[config.mk]
export PLATFORM = sky130hd
export DESIGN_NAME = closest_ray_segment_hit_flat
export DESIGN_NICKNAME = d
export VERILOG_FILES = /design/src/rtl/core/crsh_pkg.sv /design/src/rtl/core/crsh_in_if.sv /design/src/rtl/core/crsh_out_if.sv /design/src/rtl/core/crsh_mul.sv /design/src/rtl/core/crsh_coord.sv /design/src/rtl/core/closest_ray_segment_hit.sv /design/src/flat_wrapper.sv
export VERILOG_INCLUDE_DIRS = /design/src /design/src/rtl/core
export SDC_FILE = /design/constraint.sdc
export NUM_CORES = 2
export LEC_CHECK = 0
export BUFFER_PORTS_ARGS = -buffer_cell sky130_fd_sc_hd__buf_2
export CELL_PAD_IN_SITES_DETAIL_PLACEMENT = 2
export CELL_PAD_IN_SITES_GLOBAL_PLACEMENT = 2
export CORE_MARGIN = 2
export CORE_UTILIZATION = 42
export DETAILED_ROUTE_END_ITERATION = 16
export PLACE_DENSITY = 0.83
export SYNTH_ARGS = -nofsm -noshare
export SYNTH_HDL_FRONTEND = slang
export SYNTH_SLANG_ARGS = --single-unit
export TNS_END_PERCENT = 100
[constraint.sdc]
create_clock -name clk -period 11.95 [get_ports clk]
set_input_delay 0.5975 -clock clk [delete_from_list [all_inputs] [get_ports clk]]
set_output_delay 0.5975 -clock clk [all_outputs]
set_load 0.005 [all_outputs]
[src/rtl/core/closest_ray_segment_hit_assert.svh]
// assertion macros for the ray caster core
`ifndef CLOSEST_RAY_SEGMENT_HIT_ASSERT_SVH
`define CLOSEST_RAY_SEGMENT_HIT_ASSERT_SVH
`ifndef ASSERT_OFF
// same-cycle implication
`define CRSH_ASSERT_IMP(lbl, clk, rst_n, ante, cons, msg) \
	lbl: assert property (@(posedge clk) disable iff (!rst_n) (ante) |-> (cons)) else $error(msg);
// next-cycle implication
`define CRSH_ASSERT_NXT(lbl, clk, rst_n, ante, cons, msg) \
	lbl: assert property (@(posedge clk) disable iff (!rst_n) (ante) |=> (cons)) else $error(msg);
`else
`define CRSH_ASSERT_IMP(lbl, clk, rst_n, ante, cons, msg)
`define CRSH_ASSERT_NXT(lbl, clk, rst_n, ante, cons, msg)
`endif
`endif

[src/rtl/core/crsh_pkg.sv]
`default_nettype none
package crsh_pkg;

	// request function codes
	localparam logic [1:0] FN_BEGIN   = 2'd0;
	localparam logic [1:0] FN_SEGMENT = 2'd1;
	localparam logic [1:0] FN_FINISH  = 2'd2;

	// configuration register indexes
	localparam int          IDX_BITS  = 1;
	localparam logic [0:0]  REG_DIR_X = 1'd0;
	localparam logic [0:0]  REG_DIR_Y = 1'd1;

	// reset direction: 100.0 in Q7.8
	localparam int DIR_X_RESET = 25600;

	// sequencer states
	typedef enum logic [6:0] {
		ST_IDLE  = 7'b0000001,
		ST_MUL   = 7'b0000010,
		ST_CHECK = 7'b0000100,
		ST_CX    = 7'b0001000,
		ST_CY    = 7'b0010000,
		ST_DIST  = 7'b0100000,
		ST_UPD   = 7'b1000000
	} crsh_state_t;

	// hit coordinate unit phases
	typedef enum logic [3:0] {
		PH_IDLE = 4'b0001,
		PH_MUL  = 4'b0010,
		PH_DIV  = 4'b0100,
		PH_FIN  = 4'b1000
	} crsh_phase_t;

endpackage
`default_nettype wire

[src/rtl/core/crsh_in_if.sv]
`default_nettype none
interface crsh_in_if #(parameter int CW = 24);
	logic                 valid;
	logic                 ready;
	logic [1:0]           func;
	logic signed [CW-1:0] origin_x;
	logic signed [CW-1:0] origin_y;
	logic signed [CW-1:0] seg_start_x;
	logic signed [CW-1:0] seg_start_y;
	logic signed [CW-1:0] seg_end_x;
	logic signed [CW-1:0] seg_end_y;

	modport source (output valid, func, origin_x, origin_y, seg_start_x, seg_start_y,
		seg_end_x, seg_end_y, input ready);
	modport sink (input valid, func, origin_x, origin_y, seg_start_x, seg_start_y,
		seg_end_x, seg_end_y, output ready);
endinterface
`default_nettype wire

[src/rtl/core/crsh_out_if.sv]
`default_nettype none
interface crsh_out_if #(parameter int CW = 24);
	logic                 valid;
	logic                 ready;
	logic                 hit_found;
	logic signed [CW-1:0] hit_x;
	logic signed [CW-1:0] hit_y;

	modport source (output valid, hit_found, hit_x, hit_y, input ready);
	modport sink (input valid, hit_found, hit_x, hit_y, output ready);
endinterface
`default_nettype wire

[src/rtl/core/crsh_mul.sv]
`default_nettype none
module crsh_mul #(
	parameter int M = 26
) (
	input  wire logic                  clk,
	input  wire logic signed [M-1:0]   a,
	input  wire logic signed [M-1:0]   b,
	output logic signed [2*M-1:0]      prod
);
	// shared signed multiplier, registered product
	logic signed [2*M-1:0] prod_q;

	always_ff @(posedge clk) begin
		prod_q <= a * b;
	end

	assign prod = prod_q;
endmodule
`default_nettype wire

[src/rtl/core/crsh_coord.sv]
`default_nettype none
module crsh_coord import crsh_pkg::*; #(
	parameter int C = 24,
	parameter int D = 16
) (
	input  wire logic                  clk,
	input  wire logic                  arst_n,
	input  wire logic                  start,
	input  wire logic [2*C+2:0]        tn,
	input  wire logic [C+D+1:0]        den,
	input  wire logic signed [D-1:0]   dir,
	input  wire logic signed [C-1:0]   org,
	output logic                       done,
	output logic signed [C-1:0]        h
);
	localparam int TNW  = 2*C + 3;
	localparam int DENW = C + D + 2;
	localparam int PW   = TNW + D;
	localparam int CNTW = $clog2(PW + 1);

	crsh_phase_t          ph_q;
	logic [CNTW-1:0]      cnt_q;
	logic [D-1:0]         m_q;
	logic                 neg_q;
	logic signed [C-1:0]  org_q;
	logic [PW-1:0]        p_q;
	logic [DENW-1:0]      r_q;
	logic [C:0]           q_q;
	logic                 ovf_q;
	logic                 done_q;
	logic signed [C-1:0]  h_q;

	logic [PW-1:0]        addend;
	logic [DENW:0]        r2;
	logic [DENW:0]        rsub;
	logic                 ge;
	logic [D-1:0]         dir_mag;
	logic                 sat;
	logic signed [C+1:0]  qs;
	logic signed [C+1:0]  sum;
	logic signed [C+1:0]  hmax;
	logic signed [C+1:0]  hmin;
	logic signed [C-1:0]  res;

	// shift-add multiply step and restoring divide step
	always_comb begin
		dir_mag = dir[D-1] ? D'(-dir) : D'(dir);
		addend  = m_q[D-1] ? PW'(tn) : '0;
		r2      = {r_q, p_q[PW-1]};
		ge      = r2 >= {1'b0, den};
		rsub    = r2 - {1'b0, den};
	end

	// offset apply and saturation
	always_comb begin
		sat  = ovf_q | q_q[C];
		qs   = $signed({2'b00, q_q[C-1:0]});
		sum  = (C+2)'(org_q) + (neg_q ? -qs : qs);
		hmax = (C+2)'($signed({1'b0, {(C-1){1'b1}}}));
		hmin = -hmax - (C+2)'(1);
		if (sat)
			res = neg_q ? C'(hmin) : C'(hmax);
		else if (sum > hmax)
			res = C'(hmax);
		else if (sum < hmin)
			res = C'(hmin);
		else
			res = sum[C-1:0];
	end

	// phase sequencer
	always_ff @(posedge clk or negedge arst_n) begin
		if (!arst_n) begin
			ph_q   <= PH_IDLE;
			cnt_q  <= '0;
			done_q <= 1'b0;
		end else begin
			done_q <= (ph_q == PH_FIN);
			case (ph_q)
				PH_IDLE: begin
					if (start) begin
						ph_q  <= PH_MUL;
						cnt_q <= CNTW'(D);
					end
				end
				PH_MUL: begin
					cnt_q <= cnt_q - CNTW'(1);
					if (cnt_q == CNTW'(1)) begin
						ph_q  <= PH_DIV;
						cnt_q <= CNTW'(PW);
					end
				end
				PH_DIV: begin
					cnt_q <= cnt_q - CNTW'(1);
					if (cnt_q == CNTW'(1))
						ph_q <= PH_FIN;
				end
				PH_FIN: begin
					ph_q <= PH_IDLE;
				end
				default: ph_q <= PH_IDLE;
			endcase
		end
	end

	// datapath registers
	always_ff @(posedge clk) begin
		case (ph_q)
			PH_IDLE: begin
				if (start) begin
					p_q   <= '0;
					m_q   <= dir_mag;
					neg_q <= dir[D-1];
					org_q <= org;
				end
			end
			PH_MUL: begin
				p_q <= {p_q[PW-2:0], 1'b0} + addend;
				m_q <= {m_q[D-2:0], 1'b0};
				if (cnt_q == CNTW'(1)) begin
					r_q   <= '0;
					q_q   <= '0;
					ovf_q <= 1'b0;
				end
			end
			PH_DIV: begin
				p_q   <= {p_q[PW-2:0], 1'b0};
				r_q   <= ge ? rsub[DENW-1:0] : r2[DENW-1:0];
				q_q   <= {q_q[C-1:0], ge};
				ovf_q <= ovf_q | q_q[C];
			end
			PH_FIN: h_q <= res;
			default: ;
		endcase
	end

	assign done = done_q;
	assign h    = h_q;
endmodule
`default_nettype wire

[src/rtl/core/closest_ray_segment_hit.sv]
// Nearest-hit 2D ray caster. A begin request loads the ray origin and clears the
// nearest-hit record, a segment request tests one segment against the ray whose
// direction comes from the two direction registers (Q7.8, to be written by the
// user only while idle; the block does not enforce this), and a finish request
// returns the nearest hit or hit_found=0 with zero coordinates. Coordinates are
// signed Q15.8. A segment that misses ends at the hit check; for one that hits,
// the hit coordinate unit forms t*direction with a shift-add multiplier and then
// divides with a restoring divider, one bit per cycle, once for x and once for y.
// The products in front of it run through one shared multiplier, one per cycle.
`default_nettype none
`include "closest_ray_segment_hit_assert.svh"
module closest_ray_segment_hit import crsh_pkg::*; #(
	parameter int COORD_BITS = 24,
	parameter int DIR_BITS   = 16
) (
	input  wire logic                 clk,
	input  wire logic                 arst_n,
	crsh_in_if.sink                   req,
	crsh_out_if.source                rsp,
	input  wire logic                 cfg_we,
	input  wire logic [IDX_BITS-1:0]  cfg_idx,
	input  wire logic [DIR_BITS-1:0]  cfg_data
);
	localparam int C    = COORD_BITS;
	localparam int D    = DIR_BITS;
	localparam int M    = ((C > D) ? C : D) + 2;
	localparam int DENW = C + D + 2;
	localparam int TNW  = 2*C + 3;
	localparam int DSW  = 2*C + 2;

	crsh_state_t           st_q;
	logic [2:0]            step_q;
	logic signed [D-1:0]   dir_x_q, dir_y_q;
	logic signed [C-1:0]   org_x_q, org_y_q;
	logic signed [C-1:0]   sx_q, sy_q, ex_q, ey_q;
	logic signed [C-1:0]   best_x_q, best_y_q;
	logic [DSW-1:0]        best_d_q;
	logic                  seen_q;
	logic signed [DENW-1:0] den_q, sn_q;
	logic signed [TNW-1:0] tn_q;
	logic [DENW-1:0]       dpos_q;
	logic [TNW-1:0]        tpos_q;
	logic signed [C-1:0]   hx_q, hy_q;
	logic [DSW-1:0]        sqx_q, dist_q;
	logic                  cstart_q;
	logic                  out_v_q, out_f_q;
	logic signed [C-1:0]   out_x_q, out_y_q;

	logic                  acc;
	logic signed [C:0]     da, db, oy_sy, sx_ox, sy_oy, ox_sx, ddx, ddy;
	logic signed [M-1:0]   mul_a, mul_b;
	logic signed [2*M-1:0] prod;
	logic                  den_pos;
	logic signed [DENW-1:0] dn, snn;
	logic signed [TNW-1:0] tnn;
	logic                  cdone;
	logic signed [C-1:0]   ch;

	assign req.ready = (st_q == ST_IDLE) && (!out_v_q || rsp.ready);
	assign acc       = req.valid && req.ready;

	// segment differences
	always_comb begin
		da    = (C+1)'(ex_q) - (C+1)'(sx_q);
		db    = (C+1)'(ey_q) - (C+1)'(sy_q);
		oy_sy = (C+1)'(org_y_q) - (C+1)'(sy_q);
		sx_ox = (C+1)'(sx_q) - (C+1)'(org_x_q);
		sy_oy = -oy_sy;
		ox_sx = -sx_ox;
		ddx   = (C+1)'(hx_q) - (C+1)'(org_x_q);
		ddy   = (C+1)'(hy_q) - (C+1)'(org_y_q);
	end

	// shared multiplier operand select
	always_comb begin
		mul_a = M'(ddy);
		mul_b = M'(ddy);
		if (st_q == ST_MUL) begin
			case (step_q)
				3'd0: begin mul_a = M'(da); mul_b = M'(dir_y_q); end
				3'd1: begin mul_a = M'(db); mul_b = M'(dir_x_q); end
				3'd2: begin mul_a = M'(dir_x_q); mul_b = M'(sy_oy); end
				3'd3: begin mul_a = M'(dir_y_q); mul_b = M'(ox_sx); end
				3'd4: begin mul_a = M'(da); mul_b = M'(oy_sy); end
				default: begin mul_a = M'(db); mul_b = M'(sx_ox); end
			endcase
		end else if (step_q == 3'd0) begin
			mul_a = M'(ddx);
			mul_b = M'(ddx);
		end
	end

	crsh_mul #(.M(M)) u_mul (
		.clk  (clk),
		.a    (mul_a),
		.b    (mul_b),
		.prod (prod)
	);

	// sign normalization of the hit test
	always_comb begin
		den_pos = den_q > 0;
		dn      = den_pos ? den_q : -den_q;
		snn     = den_pos ? sn_q : -sn_q;
		tnn     = den_pos ? -tn_q : tn_q;
	end

	crsh_coord #(.C(C), .D(D)) u_coord (
		.clk    (clk),
		.arst_n (arst_n),
		.start  (cstart_q),
		.tn     (tpos_q),
		.den    (dpos_q),
		.dir    ((st_q == ST_CY) ? dir_y_q : dir_x_q),
		.org    ((st_q == ST_CY) ? org_y_q : org_x_q),
		.done   (cdone),
		.h      (ch)
	);

	// sequencer and ray state
	always_ff @(posedge clk or negedge arst_n) begin
		if (!arst_n) begin
			st_q     <= ST_IDLE;
			step_q   <= '0;
			dir_x_q  <= D'(DIR_X_RESET);
			dir_y_q  <= '0;
			org_x_q  <= '0;
			org_y_q  <= '0;
			best_x_q <= '0;
			best_y_q <= '0;
			seen_q   <= 1'b0;
			cstart_q <= 1'b0;
			out_v_q  <= 1'b0;
		end else begin
			// result valid: set by a finish request, cleared when taken
			if (acc && req.func == FN_FINISH)
				out_v_q <= 1'b1;
			else if (rsp.valid && rsp.ready)
				out_v_q <= 1'b0;
			// configuration writes
			if (cfg_we) begin
				case (cfg_idx)
					REG_DIR_X: dir_x_q <= cfg_data;
					REG_DIR_Y: dir_y_q <= cfg_data;
					default: ;
				endcase
			end
			case (st_q)
				ST_IDLE: begin
					if (acc) begin
						case (req.func)
							FN_BEGIN: begin
								org_x_q  <= req.origin_x;
								org_y_q  <= req.origin_y;
								best_x_q <= '0;
								best_y_q <= '0;
								seen_q   <= 1'b0;
							end
							FN_SEGMENT: begin
								st_q   <= ST_MUL;
								step_q <= '0;
							end
							default: ;
						endcase
					end
				end
				ST_MUL: begin
					step_q <= step_q + 3'd1;
					if (step_q == 3'd6)
						st_q <= ST_CHECK;
				end
				ST_CHECK: begin
					if (den_q == 0 || snn < 0 || snn > dn || tnn < 0) begin
						cstart_q <= 1'b0;
						st_q     <= ST_IDLE;
					end else begin
						cstart_q <= 1'b1;
						st_q     <= ST_CX;
					end
				end
				ST_CX: begin
					cstart_q <= cdone;
					if (cdone)
						st_q <= ST_CY;
				end
				ST_CY: begin
					cstart_q <= 1'b0;
					if (cdone) begin
						st_q   <= ST_DIST;
						step_q <= '0;
					end
				end
				ST_DIST: begin
					step_q <= step_q + 3'd1;
					if (step_q == 3'd2)
						st_q <= ST_UPD;
				end
				ST_UPD: begin
					if (!seen_q || dist_q < best_d_q) begin
						best_x_q <= hx_q;
						best_y_q <= hy_q;
						seen_q   <= 1'b1;
					end
					st_q <= ST_IDLE;
				end
				default: st_q <= ST_IDLE;
			endcase
		end
	end

	// payload registers
	always_ff @(posedge clk) begin
		case (st_q)
			ST_IDLE: begin
				if (acc && req.func == FN_SEGMENT) begin
					sx_q <= req.seg_start_x;
					sy_q <= req.seg_start_y;
					ex_q <= req.seg_end_x;
					ey_q <= req.seg_end_y;
				end
				if (acc && req.func == FN_FINISH) begin
					out_f_q <= seen_q;
					out_x_q <= seen_q ? best_x_q : '0;
					out_y_q <= seen_q ? best_y_q : '0;
				end
			end
			ST_MUL: begin
				case (step_q)
					3'd1: den_q <= DENW'(prod);
					3'd2: den_q <= den_q - DENW'(prod);
					3'd3: sn_q  <= DENW'(prod);
					3'd4: sn_q  <= sn_q + DENW'(prod);
					3'd5: tn_q  <= TNW'(prod);
					3'd6: tn_q  <= tn_q + TNW'(prod);
					default: ;
				endcase
			end
			ST_CHECK: begin
				dpos_q <= DENW'(dn);
				tpos_q <= TNW'(tnn);
			end
			ST_CX: if (cdone) hx_q <= ch;
			ST_CY: if (cdone) hy_q <= ch;
			ST_DIST: begin
				if (step_q == 3'd1)
					sqx_q <= DSW'(prod);
				if (step_q == 3'd2)
					dist_q <= sqx_q + DSW'(prod);
			end
			ST_UPD: begin
				if (!seen_q || dist_q < best_d_q)
					best_d_q <= dist_q;
			end
			default: ;
		endcase
	end

	assign rsp.valid     = out_v_q;
	assign rsp.hit_found = out_f_q;
	assign rsp.hit_x     = out_x_q;
	assign rsp.hit_y     = out_y_q;

	// checks
	`CRSH_ASSERT_IMP(a_done_in_coord, clk, arst_n, cdone, st_q == ST_CX || st_q == ST_CY, "coordinate done outside coordinate states")
	`CRSH_ASSERT_NXT(a_finish_result, clk, arst_n, acc && req.func == FN_FINISH, rsp.valid, "finish request gave no result")
	`CRSH_ASSERT_IMP(a_miss_zero, clk, arst_n, rsp.valid && !rsp.hit_found, rsp.hit_x == 0 && rsp.hit_y == 0, "miss result with nonzero coordinates")
endmodule
`default_nettype wire
[src/flat_wrapper.sv]
// flat-port wrapper written by rule: the top's interface ports become plain ports
module closest_ray_segment_hit_flat import crsh_pkg::*;
#(
	parameter int COORD_BITS = 24,
	parameter int DIR_BITS   = 16
)
  (clk, arst_n, cfg_we, cfg_idx, cfg_data, req_valid, req_func, req_origin_x, req_origin_y, req_seg_start_x, req_seg_start_y, req_seg_end_x, req_seg_end_y, req_ready, rsp_valid, rsp_hit_found, rsp_hit_x, rsp_hit_y, rsp_ready);
  crsh_in_if req_i ();
  crsh_out_if rsp_i ();
  input  wire logic clk;
  input  wire logic arst_n;
  input  wire logic cfg_we;
  input  wire logic [IDX_BITS-1:0] cfg_idx;
  input  wire logic [DIR_BITS-1:0] cfg_data;
  input wire logic [$bits(req_i.valid)-1:0] req_valid;
  input wire logic [$bits(req_i.func)-1:0] req_func;
  input wire logic [$bits(req_i.origin_x)-1:0] req_origin_x;
  input wire logic [$bits(req_i.origin_y)-1:0] req_origin_y;
  input wire logic [$bits(req_i.seg_start_x)-1:0] req_seg_start_x;
  input wire logic [$bits(req_i.seg_start_y)-1:0] req_seg_start_y;
  input wire logic [$bits(req_i.seg_end_x)-1:0] req_seg_end_x;
  input wire logic [$bits(req_i.seg_end_y)-1:0] req_seg_end_y;
  output wire logic [$bits(req_i.ready)-1:0] req_ready;
  output wire logic [$bits(rsp_i.valid)-1:0] rsp_valid;
  output wire logic [$bits(rsp_i.hit_found)-1:0] rsp_hit_found;
  output wire logic [$bits(rsp_i.hit_x)-1:0] rsp_hit_x;
  output wire logic [$bits(rsp_i.hit_y)-1:0] rsp_hit_y;
  input wire logic [$bits(rsp_i.ready)-1:0] rsp_ready;
  assign req_i.valid = req_valid;
  assign req_i.func = req_func;
  assign req_i.origin_x = req_origin_x;
  assign req_i.origin_y = req_origin_y;
  assign req_i.seg_start_x = req_seg_start_x;
  assign req_i.seg_start_y = req_seg_start_y;
  assign req_i.seg_end_x = req_seg_end_x;
  assign req_i.seg_end_y = req_seg_end_y;
  assign req_ready = req_i.ready;
  assign rsp_valid = rsp_i.valid;
  assign rsp_hit_found = rsp_i.hit_found;
  assign rsp_hit_x = rsp_i.hit_x;
  assign rsp_hit_y = rsp_i.hit_y;
  assign rsp_i.ready = rsp_ready;
  closest_ray_segment_hit #(.COORD_BITS(COORD_BITS), .DIR_BITS(DIR_BITS)) u_core (.clk(clk), .arst_n(arst_n), .req(req_i), .rsp(rsp_i), .cfg_we(cfg_we), .cfg_idx(cfg_idx), .cfg_data(cfg_data));
endmodule
==> results.toml <==
[yosys]
synthCells = 9478
synth.avg_cell_area_sq_um = 9.48
synthArstFlopShare_pct = 15.7
yosysMostFrequentCell = "inv_1"
syn_nets = 11000
ys_types = 104
synth_seq_cells = 975
dominantRegCellSynth = "edfxtp_1"
synth_warnings = 0
netlist_top_cells_area = "edfxtp_1 26%, fa_1 16%, ha_1 9.6%"
synth_top_cell_by_area = "edfxtp_1"
synthesis.area_sq_um = 89800
synth_edf_count = 771
netlist.area_leader.share_pct = 25.8
synth-seq-area-share_pct = 31.2
synth_top_cells_by_count = "1144 x inv_1, 1112 x nand2_1, 771 x edfxtp_1"

[clock_network]
insertion_delay_ns = 0.86
cts_tree = "done"
worst_setup_hold_path_clk_slew_ns = 0.06
cts_max_level = 3
cts-root-buf = "clkbuf_16"
cts_buffers = 118
clock_sinks = 975
clock_path_buffers = 3

[placed_design]
placedCellCount = 12400
place_congestion = 0.939
io_buffers = 218
place_hpwl_um = 286000

[final_layout]
layout.cells.non_filler = 12800
nFillCells = 22400
drive_above_1_share_pct = 9.17
final_nets = 11400
final_util_pct = 47.5
synthToLayoutAreaGrowth_pct = 12.1

[worst_setup_path]
cp.arrival_ns = 12.54
path_buf_inv = 9
r2r_slack_ns = 0.02
cpMaxStageDelayCell = "nor2_2"
end_kind = "flop"
required_ns = 12.57
path_class = "flop to flop"
critical_path.top_delay_family = "adder cells"
path_common_cell = "fa_1"
slowest_delay_ns = 0.75
rr_startpoint = "u_core.step_q[0]$_DFFE_PN0P_"
start_kind = "flop"
rr_endpoint = "u_core.u_mul.prod[50]$_DFF_P_"
path_max_fanout = 17
r2r_cells = 39

[floorplanning]
core.rowCount = 169
die_area_sq_um = 218000
ios = 219
die_y_um = 467
die_x_um = 467
initial_core_util_pct = 42.3
core_sq_um = 212000

[timing]
tns_ns = 0
fin_crit_ns = 11.93
setup_viol = 0
relSlewSlack_pct = 4.11
hold_violations = 0
slew_viol_final = 0
period_share_pct = 99.8
fmax_mhz = 83.9
hold_ws_ns = 0.0432
worst_slew_pin_slew_ns = 1.43
fin_skew_ns = 0.124

[drt]
drt-initial-drc-count = 7390
via_per_inst = 6.24
vias = 79800
route.detailed.drc = 0
ant_nets = 0
wl_um = 407000
routedWlPerCell_um = 31.8
drtPass1Iterations = 8

[run]
maxCapViolCount = 0

[global_route]
grt_pass1_wl_um = 593000
grt_max_degree = 104
antenna_found_initial = 38
grt_pass1_vias = 89200
grt_usage_pct = 36.2
grt-ovfl-total = 0

[min_path]
whs_endpoint = "u_core.dir_x_q[14]$_DFFE_PN1P_"
min-delay-start = "cfg_data[14]"
hold_class = "input port to flop"
hold_depth = 2

[run_status]
status = "finished clean"
==> layout make-up <==
class | instances | area, sq um | share of cell area (%)
multi-input cells | 7019 | 56600 | 56.2
flip-flops and latches | 975 | 28000 | 27.8
inverters | 1148 | 4310 | 4.28
repair buffers | 583 | 4240 | 4.21
well taps | 2821 | 3530 | 3.50
clock buffers | 146 | 3100 | 3.08
clock inverters | 71 | 902 | 0.895
diodes | 13 | 32.5 | 0.0323
==> stage by stage <==
stage          worst slack (ns)  cell area, sq um
6_report                 0.0240            101000
3_5_place_dp              0.141             95300
3_3_place_gp              0.650             95300
5_1_grt                  -0.164            101000
4_1_cts                  0.0197            100000
2_1_floorplan              1.27             89800
==> how the worst max path moves through the flow <==
stage | to | slack (ns) | cells after the start | start
floorplan | u_core.st_q[0]$_DFFE_PN1P_ | 1.27 | 5 | u_core.st_q[4]$_DFFE_PN0P_
global placement | u_core.u_mul.prod[50]$_DFF_P_ | 0.65 | 41 | u_core.sy_q[1]$_DFFE_PP_
detailed placement | u_core.u_mul.prod[50]$_DFF_P_ | 0.14 | 36 | u_core.sy_q[1]$_DFFE_PP_
CTS | u_core.u_mul.prod[50]$_DFF_P_ | 0.02 | 40 | u_core.sy_q[0]$_DFFE_PP_
global route | u_core.u_mul.prod[48]$_DFF_P_ | -0.16 | 39 | u_core.step_q[0]$_DFFE_PN0P_
finish | u_core.u_mul.prod[50]$_DFF_P_ | 0.02 | 39 | u_core.step_q[0]$_DFFE_PN0P_
==> layer usage <==
layer	GRT usage, %	vias to the layer above	part of all wire, %
li1	-	33400	-
met1	43.9	41300	38
met2	60.4	3764	47
met3	7.44	1333	8.0
met4	19.4	28	6.4
met5	0	-	0.047
==> sequential cells by signal, indices dropped and copies added, names as in the netlist, 25 cells and up <==
signal and cells:
u_core.sqx_q 50, u_core.u_coord.q_q 25, u_core.dist_q 50, u_core.u_coord.p_q 67, u_core.sn_q 42, u_core.u_mul.prod 51, u_core.dpos_q 42, u_core.den_q 42
u_core.u_coord.r_q 42, u_core.best_d_q 50, u_core.tpos_q 51, u_core.tn_q 51
==> layout by cell type (no fill, tap or decap), types with 217 or more instances in the layout <==
cell | synthesis | layout
inv_1 | 1144 | 1141
nand2_1 | 1112 | 1107
edfxtp_1 | 771 | 771
fa_1 | 700 | 700
ha_1 | 691 | 691
o21ai_0 | 632 | 620
a21oi_1 | 549 | 543
nor2_1 | 465 | 456
xnor2_1 | 366 | 366
a21o_1 | 252 | 251
and2_1 | 251 | 248
buf_4 | 3 | 234
xor2_1 | 232 | 231
buf_2 | 10 | 217
==> cells by family (layout without fill, tap and decap cells) <==
logic type / count (synthesis) / in the layout / share of synthesized area (%)
compound gates: 2170 / 2170 / 15.2
other cells: 0 / 13 / 0
flops: 975 / 975 / 31.2
fa+ha+maj: 1391 / 1391 / 25.2
simple gates: 2735 / 2735 / 14.7
mux: 125 / 125 / 1.51
xor+xnor: 598 / 598 / 5.83
buf+inv: 1484 / 1948 / 6.33
==> what timing repair did <==
action	CTS	global route
setup endpoints to repair	1	20
resized for setup	1	43
pin swaps	0	5
hold buffers	121	0
setup buffers	0	10
hold endpoints to repair	197	0
Power is not shown: default switching activity piles up to over one toggle a cycle in this logic, so the estimate is an artifact.
